## config.mk

```make
export PLATFORM = sky130hd
export DESIGN_NAME = ssif_multipart_read_reassembler
export DESIGN_NICKNAME = d
export VERILOG_FILES = /design/src/rtl/ssif_mpr_pkg.sv /design/src/rtl/ssif_mpr_core.sv /design/src/rtl/ssif_mpr_fifo.sv /design/src/rtl/ssif_multipart_read_reassembler.sv
export SDC_FILE = /design/constraint.sdc
export NUM_CORES = 1
export LEC_CHECK = 0
export BUFFER_PORTS_ARGS = -buffer_cell sky130_fd_sc_hd__buf_4
export CORE_MARGIN = 5
export CORE_UTILIZATION = 58
export DETAILED_ROUTE_END_ITERATION = 8
export PLACE_DENSITY = 0.76
export SLEW_MARGIN = 20
export SYNTH_ARGS = -nofsm -noshare
export SYNTH_HDL_FRONTEND = slang
export SYNTH_HIERARCHICAL = 1
export SYNTH_SLANG_ARGS = --single-unit
export TNS_END_PERCENT = 20
```

## constraint.sdc

```tcl
create_clock -name clk -period 7.7 [get_ports clk]
set_input_delay 1.54 -clock clk [delete_from_list [all_inputs] [get_ports clk]]
set_output_delay 1.54 -clock clk [all_outputs]
set_load 0.005 [all_outputs]
```

## src/rtl/ssif_mpr_pkg.sv

```systemverilog
`timescale 1ns / 1ps
// Shared constants and the result record for the SSIF multi-part read reassembler.
// No dependencies; every other file in rtl/ uses this package.
package ssif_mpr_pkg;

	localparam int BufferBytes = 32;
	localparam int MaxCapacity = 32;
	localparam int ResFifoDepth = 4;

	localparam logic [5:0] CapacityReset = 6'd32;
	localparam logic [7:0] LenMultipart = 8'd30;
	localparam logic [7:0] HdrByte0 = 8'h00;
	localparam logic [7:0] HdrByte1 = 8'h01;
	localparam logic [7:0] LastBlockNum = 8'hFF;
	localparam logic [15:0] TotalMax = 16'hFFFF;

	typedef struct packed {
		logic [7:0]  payload_byte;
		logic [4:0]  payload_index;
		logic        byte_valid;
		logic        read_next_block;
		logic        message_done;
		logic [15:0] total_bytes;
		logic        last;
	} result_t;

endpackage

```

## src/rtl/ssif_mpr_core.sv

```systemverilog
`timescale 1ns / 1ps
// Reassembly state machine: updates the message state for each accepted byte and
// produces up to two result records. Depends on ssif_mpr_pkg.
module ssif_mpr_core #(
	parameter int BUFFER_BYTES = ssif_mpr_pkg::BufferBytes
) (
	input  logic                  clk,
	input  logic                  arst_n,
	input  logic                  cfg_wr_en,
	input  logic [5:0]            cfg_data,
	input  logic                  in_fire,
	input  logic [7:0]            rx_byte,
	input  logic                  first_of_message,
	output logic [1:0]            push_n,
	output ssif_mpr_pkg::result_t res0,
	output ssif_mpr_pkg::result_t res1
);

	localparam int CapMax = (BUFFER_BYTES < ssif_mpr_pkg::MaxCapacity) ?
		BUFFER_BYTES : ssif_mpr_pkg::MaxCapacity;
	localparam logic [5:0] CapMaxV = 6'(CapMax);

	typedef enum logic [5:0] {
		PH_IDLE = 6'b000001,
		PH_HDR  = 6'b000010,
		PH_PAY  = 6'b000100,
		PH_CLEN = 6'b001000,
		PH_CBLK = 6'b010000,
		PH_DONE = 6'b100000
	} phase_t;

	phase_t      phase_q, phase_d;
	logic        in_first_q, in_first_d;
	logic        multi_q, multi_d;
	logic        final_q, final_d;
	logic        hdr_cnt_q, hdr_cnt_d;
	logic [7:0]  left_q, left_d;
	logic [5:0]  stored_q, stored_d;
	logic [15:0] total_q, total_d;
	logic [7:0]  held_q, held_d;
	logic [5:0]  cap_q;

	logic [5:0]  eff_cap;
	logic [5:0]  stored_1;
	logic [7:0]  left_1;
	logic        st0, st1, more;
	ssif_mpr_pkg::result_t r0, r1;
	logic [1:0]  n;

	function automatic logic [15:0] sat_add(input logic [15:0] t, input logic [7:0] b);
		logic [16:0] s;
		s = {1'b0, t} + {9'd0, b};
		return s[16] ? ssif_mpr_pkg::TotalMax : s[15:0];
	endfunction

	function automatic ssif_mpr_pkg::result_t byte_res(input logic [7:0] b,
		input logic [5:0] idx);
		ssif_mpr_pkg::result_t r;
		r = '0;
		r.payload_byte = b;
		r.payload_index = idx[4:0];
		r.byte_valid = 1'b1;
		return r;
	endfunction

	// End of block: either ask for the next read or report the finished message.
	function automatic ssif_mpr_pkg::result_t end_res(input logic m, input logic [15:0] t);
		ssif_mpr_pkg::result_t r;
		r = '0;
		r.read_next_block = m;
		r.message_done = !m;
		r.total_bytes = m ? 16'd0 : t;
		return r;
	endfunction

	assign eff_cap = (cap_q > CapMaxV) ? CapMaxV : cap_q;

	always_comb begin
		phase_d = phase_q;
		in_first_d = in_first_q;
		multi_d = multi_q;
		final_d = final_q;
		hdr_cnt_d = hdr_cnt_q;
		left_d = left_q;
		stored_d = stored_q;
		total_d = total_q;
		held_d = held_q;
		r0 = '0;
		r1 = '0;
		n = 2'd0;
		st0 = stored_q < eff_cap;
		stored_1 = stored_q + {5'd0, st0};
		st1 = stored_1 < eff_cap;
		left_1 = left_q - 8'd1;
		more = in_first_q ? multi_q : !final_q;
		if (in_fire) begin
			if (first_of_message) begin
				in_first_d = 1'b1;
				multi_d = 1'b0;
				final_d = 1'b0;
				stored_d = 6'd0;
				total_d = {8'd0, rx_byte};
				hdr_cnt_d = 1'b0;
				left_d = rx_byte;
				if (rx_byte == ssif_mpr_pkg::LenMultipart) begin
					phase_d = PH_HDR;
				end else if (rx_byte == 8'd0) begin
					// An empty single-part message completes at its length byte.
					in_first_d = 1'b0;
					phase_d = PH_DONE;
					r0 = end_res(1'b0, 16'd0);
					n = 2'd1;
				end else begin
					phase_d = PH_PAY;
				end
			end else begin
				case (phase_q)
					PH_HDR: begin
						if (!hdr_cnt_q) begin
							held_d = rx_byte;
							hdr_cnt_d = 1'b1;
						end else begin
							hdr_cnt_d = 1'b0;
							phase_d = PH_PAY;
							if (held_q == ssif_mpr_pkg::HdrByte0 &&
								rx_byte == ssif_mpr_pkg::HdrByte1) begin
								multi_d = 1'b1;
							end else begin
								// Not a multi-part header: both held bytes are payload.
								left_d = left_q - 8'd2;
								stored_d = stored_1 + {5'd0, st1};
								if (st0) begin
									r0 = byte_res(held_q, stored_q);
									r1 = byte_res(rx_byte, stored_1);
								end else begin
									r0 = byte_res(rx_byte, stored_1);
								end
								n = {1'b0, st0} + {1'b0, st1};
							end
						end
					end
					PH_PAY: begin
						left_d = left_1;
						stored_d = stored_1;
						if (st0) begin
							r0 = byte_res(rx_byte, stored_q);
						end
						if (left_1 == 8'd0) begin
							in_first_d = 1'b0;
							phase_d = more ? PH_CLEN : PH_DONE;
							if (st0) begin
								r1 = end_res(more, total_q);
								n = 2'd2;
							end else begin
								r0 = end_res(more, total_q);
								n = 2'd1;
							end
						end else begin
							n = {1'b0, st0};
						end
					end
					PH_CLEN: begin
						left_d = rx_byte;
						total_d = sat_add(total_q, rx_byte);
						phase_d = PH_CBLK;
					end
					PH_CBLK: begin
						final_d = rx_byte == ssif_mpr_pkg::LastBlockNum;
						if (left_q == 8'd0) begin
							in_first_d = 1'b0;
							if (in_first_q ? multi_q :
								rx_byte != ssif_mpr_pkg::LastBlockNum) begin
								phase_d = PH_CLEN;
								r0 = end_res(1'b1, total_q);
							end else begin
								phase_d = PH_DONE;
								r0 = end_res(1'b0, total_q);
							end
							n = 2'd1;
						end else begin
							phase_d = PH_PAY;
						end
					end
					default: begin
					end
				endcase
			end
		end
		if (n == 2'd1) begin
			r0.last = 1'b1;
		end else if (n == 2'd2) begin
			r1.last = 1'b1;
		end
	end

	assign push_n = n;
	assign res0 = r0;
	assign res1 = r1;

	always_ff @(posedge clk or negedge arst_n) begin
		if (!arst_n) begin
			phase_q <= PH_IDLE;
			in_first_q <= 1'b1;
			multi_q <= 1'b0;
			final_q <= 1'b0;
			hdr_cnt_q <= 1'b0;
			left_q <= 8'd0;
			stored_q <= 6'd0;
			total_q <= 16'd0;
			cap_q <= ssif_mpr_pkg::CapacityReset;
		end else begin
			phase_q <= phase_d;
			in_first_q <= in_first_d;
			multi_q <= multi_d;
			final_q <= final_d;
			hdr_cnt_q <= hdr_cnt_d;
			left_q <= left_d;
			stored_q <= stored_d;
			total_q <= total_d;
			if (cfg_wr_en) begin
				cap_q <= cfg_data;
			end
		end
	end

	always_ff @(posedge clk) begin
		held_q <= held_d;
	end

endmodule

```

## src/rtl/ssif_mpr_fifo.sv

```systemverilog
`timescale 1ns / 1ps
// Result queue: takes up to two result records per cycle and hands out one per
// transaction on the output channel. Depends on ssif_mpr_pkg.
module ssif_mpr_fifo #(
	parameter int DEPTH = ssif_mpr_pkg::ResFifoDepth
) (
	input  logic                  clk,
	input  logic                  arst_n,
	input  logic [1:0]            push_n,
	input  ssif_mpr_pkg::result_t din0,
	input  ssif_mpr_pkg::result_t din1,
	output logic                  has_room,
	output logic                  out_valid,
	input  logic                  out_ready,
	output ssif_mpr_pkg::result_t dout
);

	localparam int AW = $clog2(DEPTH);
	localparam int CW = $clog2(DEPTH + 1);

	ssif_mpr_pkg::result_t mem_q [DEPTH];
	logic [AW-1:0] wr_ptr_q, rd_ptr_q;
	logic [CW-1:0] count_q;
	logic          pop;

	assign out_valid = count_q != '0;
	assign pop = out_valid && out_ready;
	assign dout = mem_q[rd_ptr_q];
	// Room for the largest burst one input byte can cause.
	assign has_room = count_q <= CW'(DEPTH - 2);

	always_ff @(posedge clk) begin
		if (push_n != 2'd0) begin
			mem_q[wr_ptr_q] <= din0;
		end
		if (push_n == 2'd2) begin
			mem_q[wr_ptr_q + AW'(1)] <= din1;
		end
	end

	always_ff @(posedge clk or negedge arst_n) begin
		if (!arst_n) begin
			wr_ptr_q <= '0;
			rd_ptr_q <= '0;
			count_q <= '0;
		end else begin
			wr_ptr_q <= wr_ptr_q + AW'(push_n);
			if (pop) begin
				rd_ptr_q <= rd_ptr_q + AW'(1);
			end
			count_q <= count_q + CW'(push_n) - CW'(pop);
		end
	end

endmodule

```

## src/rtl/ssif_multipart_read_reassembler.sv

```systemverilog
`timescale 1ns / 1ps
// Top level of the SSIF multi-part read reassembler.
// Depends on ssif_mpr_pkg, ssif_mpr_core and ssif_mpr_fifo.
//
// Each byte of an SMBus block-read response is accepted and applied
// to the reassembly state at once; the results it causes (at most two: stored
// payload bytes, then a next-read request or a done record with the total)
// go into a four-entry result queue and leave one per output transaction.
// The input accepts a byte whenever the queue has two free entries, so a
// byte that causes no result can follow every cycle, one that causes one
// too while out_ready is high; the output port sets the sustained rate of two-result bytes.
// The capacity register may be written only while no results are pending.
module ssif_multipart_read_reassembler #(
	parameter int BUFFER_BYTES = ssif_mpr_pkg::BufferBytes
) (
	input  logic        clk,
	input  logic        arst_n,
	input  logic        cfg_wr_en,
	input  logic [5:0]  capacity_limit,
	input  logic        in_valid,
	output logic        in_ready,
	input  logic [7:0]  rx_byte,
	input  logic        first_of_message,
	output logic        out_valid,
	input  logic        out_ready,
	output logic [7:0]  payload_byte,
	output logic [4:0]  payload_index,
	output logic        byte_valid,
	output logic        read_next_block,
	output logic        message_done,
	output logic [15:0] total_bytes,
	output logic        last
);

	logic                  in_fire;
	logic [1:0]            push_n;
	ssif_mpr_pkg::result_t res0, res1, dout;

	assign in_fire = in_valid && in_ready;

	ssif_mpr_core #(
		.BUFFER_BYTES(BUFFER_BYTES)
	) u_core (
		.clk             (clk),
		.arst_n          (arst_n),
		.cfg_wr_en       (cfg_wr_en),
		.cfg_data        (capacity_limit),
		.in_fire         (in_fire),
		.rx_byte         (rx_byte),
		.first_of_message(first_of_message),
		.push_n          (push_n),
		.res0            (res0),
		.res1            (res1)
	);

	ssif_mpr_fifo #(
		.DEPTH(ssif_mpr_pkg::ResFifoDepth)
	) u_fifo (
		.clk      (clk),
		.arst_n   (arst_n),
		.push_n   (push_n),
		.din0     (res0),
		.din1     (res1),
		.has_room (in_ready),
		.out_valid(out_valid),
		.out_ready(out_ready),
		.dout     (dout)
	);

	assign payload_byte = dout.payload_byte;
	assign payload_index = dout.payload_index;
	assign byte_valid = dout.byte_valid;
	assign read_next_block = dout.read_next_block;
	assign message_done = dout.message_done;
	assign total_bytes = dout.total_bytes;
	assign last = dout.last;

endmodule
```

* Yosys cells after proc, flatten, opt, wreduce, memory -nomap -nowiden
Memory sizes are Yosys's and may differ from the RTL's.
Cells that the tools add are included.
** Storage, ports and cells
- Output and inout port bits :: 35
- Bits in registers :: 61
- RAM bits :: 132
- Memories :: 1
- Logic and storage cells :: 151
** Memory list
- u_fifo.mem_q :: words 4, bits a word 33, read ports 1, clocked after memory_dff 0, wr ports 2, RTL line ssif_mpr_fifo.sv:21 : ssif_mpr_pkg::result_t mem_q [DEPTH];
** Operators by class
- Mux-type cells :: 77
- Order comparisons :: 4
- Reduce and logical (&&, ||, !) cells :: 29
- Add/sub/neg operators :: 11
- Equality and inequality tests :: 14
- Bitwise logic cells :: 2
** Operator list (number)
- $mux 33 :: 16
- $pmux 33 s3 :: 1
- $mux 6 :: 12
- $pmux 33 s2 :: 1
- $mux 16 :: 4
- $mux 19 :: 2
- $logic_not 8->1 :: 4
- $mux 1 :: 25
- $mux 8 :: 3
- $pmux 6 s4 :: 1
- $pmux 8 s3 :: 1
- $reduce_and 4->1 :: 6
- $mux 18 :: 1
- $add 16x8->17 :: 1
- $mux 2 :: 7
- $add 6x1->6 :: 2
- $lt 6x6->1 :: 2
- $pmux 6 s2 :: 1
- $reduce_bool 2->1 :: 6
- $ne 3x2->1 const B :: 3
- $reduce_bool 3->1 :: 3
- $eq 8x1->1 const B :: 1
- $eq 8x5->1 const B :: 1
- $eq 8x8->1 const B :: 1
- 25 further kinds :: 32

* Depth between registers and ports, before layout
- Word-level depth :: 14
- Mapped depth :: 24
- Gate-level depth less buffers :: 23

* Modules after synthesis
Netlist, hierarchy kept.
** By module, submodules not included
- ssif_mpr_fifo :: area an instance 6849.1 sq um, cells each 365, instances 1
- ssif_mpr_core :: area an instance 4491.8 sq um, cells each 544, instances 1
- ssif_multipart_read_reassembler :: area an instance 6.3 sq um, cells each 1, instances 1

* Least setup slack after synthesis
OpenSTA, ideal clock, no wires.
- Path type :: reg2reg
- From :: register u_core.cap_q[5]
- To :: memory u_fifo/mem_q[2][0] (netlist bit), enable pin
- Slack :: 1361 ps
- Arrival :: 5904 ps
- Period minus slack after synthesis :: 6339 ps
- Setup time :: 434 ps
- Cell stages (with the launch flop) :: 21
- Buffers on the path :: 1
- Path through :: dfstp_2 > inv_1 > nand2_1 > ha_1 > a211oi_1 > nor2_1 > nor3_4 > ha_1 > xor2_1 > ha_1 > a21o_1 > a21o_1 > a21oi_1 > nor2_1 > a211oi_1 > ha_1 > nand2_1 > a31oi_1 > buf_6 > or3b_2 > a21oi_1
** RTL lines
- start, declared :: RTL line ssif_mpr_core.sv:41 : logic [5:0] cap_q;
- start signal, assigned :: RTL line ssif_mpr_core.sv:210 : cap_q <= ssif_mpr_pkg::CapacityReset;
- start signal, assigned :: RTL line ssif_mpr_core.sv:221 : cap_q <= cfg_data;
- end, declared :: RTL line ssif_mpr_fifo.sv:21

==> results.py <==
metrics = {
    "clocking": {
        "clock_sinks": 193,
        "htree_num_levels": 4,
        "clock_latency_ps": 440,
        "cts_root_buffer": "clkbuf_16",
        "cts_setup_buffers": 0,
        "numCtsBuffers": 17,
        "clockBufferDepth": 2,
        "cts_tree": "built",
        "post_cts_resized": 0,
        "clk_pin_slew_ps": 80,
        "hold_buffers": 0,
    },
    "global_route": {
        "grt_overflow": 0,
        "grt_pass1_wl_um": 41440,
        "grt_start_max_net_pins": 54,
        "antenna_found_initial": 0,
        "grt_usage_pct": 23.96,
        "grt_pass1_vias": 7569,
    },
    "worst_setup_path": {
        "worst-r2r-setup-slack_ps": 1610,
        "reg2reg_to": "u_fifo/mem_q[3][19]$_DFFE_PP_",
        "path_buf_inv": 1,
        "required_ps": 7890,
        "worstPathMaxFanout": 33,
        "cp_slowest_cell": "and4bb_2",
        "rr_startpoint": "u_core/cap_q[5]$_DFFE_PN1P_",
        "critPathKind": "reg -> reg",
        "cp_top_family": "simple AND/OR/NAND/NOR gates",
        "r2r_cells": 19,
        "cp_cell_sequence": "inv_1 -> nand2_1 -> ha_1 -> a211oi_1 -> nor2_1 -> nor3_4 -> ha_1 -> xor2_1 -> ha_1 -> a21o_1 -> a21o_1 -> a21oi_1 -> nor2_1 -> a211oi_1 -> ha_1 -> a22oi_1 -> nor2_1 -> and4bb_2 -> mux2_2",
        "max_stage_delay_ps": 1090,
        "cp.arrival_ps": 6280,
        "end_kind": "flop",
        "critPathLaunchType": "flop",
        "crit_top_cell": "ha_1",
    },
    "routing": {
        "vias": 7716,
        "first_pass_iters": 9,
        "ant_nets": 0,
        "dr.first_iter.drc_count": 771,
        "finalWirelength_um": 26370,
        "drc": 0,
        "wl_per_cell_um": 21.56,
        "vias_per_cell": 6.309,
    },
    "floorplanning": {
        "core-area_um2": 19330,
        "ios": 55,
        "core.rowCount": 51,
        "fp.dieArea_um2": 22460,
        "die_w_um": 149.9,
        "start_util_pct": 58.69,
        "die_y_um": 149.9,
    },
    "power_and_ir_drop": {
        "ir_drop_v": 0.0001856,
        "p_comb_share_pct": 37.1,
        "p_sw_w": 0.001306,
        "switching_share_pct": 35.74,
        "p_int_w": 0.002349,
        "clockPowerShare_pct": 24.7,
        "power_leakage_nw": 4.783,
        "p_per_area_nw_per_um2": 291.3,
        "seqPwrFrac_pct": 38.2,
    },
    "logic_synthesis": {
        "syn_inst": 910,
        "synth_area_um2": 11350,
        "ys_seq_area_share_pct": 48.77,
        "yosysWarnings": 6,
        "avgSynthCellArea_um2": 12.47,
        "ys_async_sr_fraction_pct": 27.46,
        "ys_seq_elements": 193,
        "synthFlopType": "edfxtp_1",
        "synth_fp_nets": 967,
        "ys_types": 79,
        "synth_edf_count": 140,
    },
    "finish": {
        "syn_to_final_growth_pct": 10.57,
        "final_area_um2": 12550,
        "drive_gt1_share_pct": 30.38,
        "final_util_pct": 64.89,
        "fin_cells": 1223,
        "final_cell_mix": "edfxtp_1 (140), mux2_2 (135), buf_4 (62)",
        "final_common_cell": "edfxtp_1",
        "diodes": 0,
        "final_net_count": 1002,
    },
    "hold_path": {
        "min_path_cells": 1,
        "holdCritPathClass": "reg -> reg",
        "holdPathEnd": "u_core/cap_q[1]$_DFFE_PN0P_",
        "hold_path.startpoint": "u_core/cap_q[1]$_DFFE_PN0P_",
    },
    "placed_design": {
        "place_area_um2": 11910,
        "dp_hpwl_um": 17000,
        "place.gp.congestion": 0.9126,
        "post-place-ws_ps": 1504,
        "port_buffers": 54,
        "dp.cells": 1190,
    },
    "timing": {
        "fmax_mhz": 164.1,
        "tightestPinTransition_ps": 1145,
        "finalCritPeriodShare_pct": 79.12,
        "rsz0062_at_grt": "no",
        "finClkSkew_ps": 12.87,
        "maxSlewViolCount": 0,
        "hold_viol_final": 0,
        "worst_slack_ps": 1608,
        "setup_viol": 0,
        "tns_ps": 0,
        "period_needed_ps": 6092,
        "slew_headroom_pct": 23.64,
    },
    "flow_run": {
        "maxCapViolCount": 0,
    },
    "outcome": {
        "status": "complete, no violations",
    },
}
-- per-layer routing --
metal	vias up	global-route usage [%]	part of all wire (%)
met5	-	0	0
met2	325	39.02	48
met4	0	7.045	2.4
met3	41	4.119	6.9
li1	3532	-	-
met1	3818	33.31	43
-- Yosys cell counts (all sizes together), types with 4 or more instances --
| master | count | area [um2] |
|---|---|---|
| edfxtp | 140 | 4204 |
| mux2 | 137 | 1543 |
| nand2 | 56 | 212.7 |
| dfrtp | 50 | 1251 |
| and2 | 48 | 300.3 |
| o21ai | 45 | 225.2 |
| nor2 | 41 | 177.7 |
| ha | 35 | 437.9 |
| buf | 33 | 226.5 |
| mux4 | 33 | 743.2 |
| inv | 32 | 120.1 |
| a21oi | 28 | 155.2 |
| nor3 | 25 | 141.4 |
| clkbuf | 14 | 52.55 |
| xnor2 | 13 | 113.9 |
| a22o | 10 | 87.58 |
| nand3 | 10 | 50.05 |
| o22ai | 10 | 62.56 |
| a31oi | 9 | 56.30 |
| xor2 | 9 | 78.83 |
| nand4 | 8 | 50.05 |
| nor4 | 8 | 50.05 |
| a211oi | 7 | 52.55 |
| a21o | 7 | 52.55 |
| nand2b | 7 | 43.79 |
| nor2b | 7 | 43.79 |
| and3 | 6 | 37.54 |
| or3 | 6 | 37.54 |
| a22oi | 5 | 37.54 |
| o211ai | 5 | 37.54 |
| o21a | 4 | 30.03 |
| o31a | 4 | 35.03 |
| o31ai | 4 | 30.03 |
-- power groups by stage --
| stage | logic [W] | registers [W] | clock network (W) |
|---|---|---|---|
| after floorplan | 0.000982 | 0.00135 | 0 |
| after global placement | 0.00133 | 0.00140 | 0 |
| after detailed placement | 0.00135 | 0.00141 | 0 |
| after CTS | 0.00135 | 0.00139 | 0.000913 |
| after global routing | 0.00149 | 0.00141 | 0.000966 |
| final | 0.00136 | 0.00140 | 0.000904 |
-- worst register-to-register path, cell delays in order, from the launching register on --
cell	delay [ps]
dfstp_2	550
inv_1	100
nand2_1	110
ha_1	240
a211oi_1	240
nor2_1	100
nor3_4	390
ha_1	330
xor2_1	350
ha_1	300
a21o_1	150
a21o_1	160
a21oi_1	140
nor2_1	60
a211oi_1	270
ha_1	210
a22oi_1	80
nor2_1	500
and4bb_2	1090
mux2_2	470
-- sequential cells by signal, indices dropped and copies added (netlist names) --
| name | count |
|---|---|
| u_core/cap_q | 6 |
| u_core/final_q | 1 |
| u_core/hdr_cnt_q | 1 |
| u_core/held_q | 8 |
| u_core/in_first_q | 1 |
| u_core/left_q | 8 |
| u_core/multi_q | 1 |
| u_core/phase_q | 6 |
| u_core/stored_q | 6 |
| u_core/total_q | 16 |
| u_fifo/count_q | 3 |
| u_fifo/mem_q | 132 |
| u_fifo/rd_ptr_q | 2 |
| u_fifo/wr_ptr_q | 2 |
-- worst max path at each step --
stage	slack [ps]	startpoint	endpoint	cells after the start
final	1610	u_core/cap_q[5]$_DFFE_PN1P_	u_fifo/mem_q[3][19]$_DFFE_PP_	19
after global routing	1230	u_core/cap_q[5]$_DFFE_PN1P_	u_fifo/mem_q[3][4]$_DFFE_PP_	19
after CTS	1450	u_core/cap_q[5]$_DFFE_PN1P_	u_fifo/mem_q[1][18]$_DFFE_PP_	19
after detailed placement	1500	u_core/cap_q[5]$_DFFE_PN1P_	u_fifo/mem_q[1][3]$_DFFE_PP_	19
after global placement	1690	u_core/cap_q[5]$_DFFE_PN1P_	u_fifo/mem_q[1][11]$_DFFE_PP_	19
after floorplan	1360	u_core/cap_q[5]$_DFFE_PN1P_	u_fifo/mem_q[2][0]$_DFFE_PP_	20
-- cell type report --
class,count,area [um2]
clock buffers,17,425.4
multi-input cells,637,5459
well taps,265,331.6
repair buffers,63,485.5
inverters,33,123.9
clock inverters,15,186.4
fillers,1459,6788
flip-flops and latches,193,5535
-- cell families (layout without fill, tap and decap cells) --
kind of cell               Yosys count  count (layout)  share of synthesized area, %
and+or+nand+nor                    240             240                         11.62
DFF                                193             193                         48.77
muxes                              172             172                         20.32
AOI/OAI and AO/OA                  166             166                         9.825
buffers and inverters               80             128                         3.551
adders and majority gates           37              37                         4.212
xor gates and xnor gates            22              22                         1.698
-- through the flow --
step           total power [W]  hold slack, ps
6_report              0.003655           514.6
2_1_floorplan         0.002329           457.4
3_3_place_gp          0.002734           493.2
5_1_grt               0.003869           521.7
4_1_cts               0.003658           514.1
3_5_place_dp          0.002760           496.8
No activity file was read; power rests on OpenSTA's default activity.
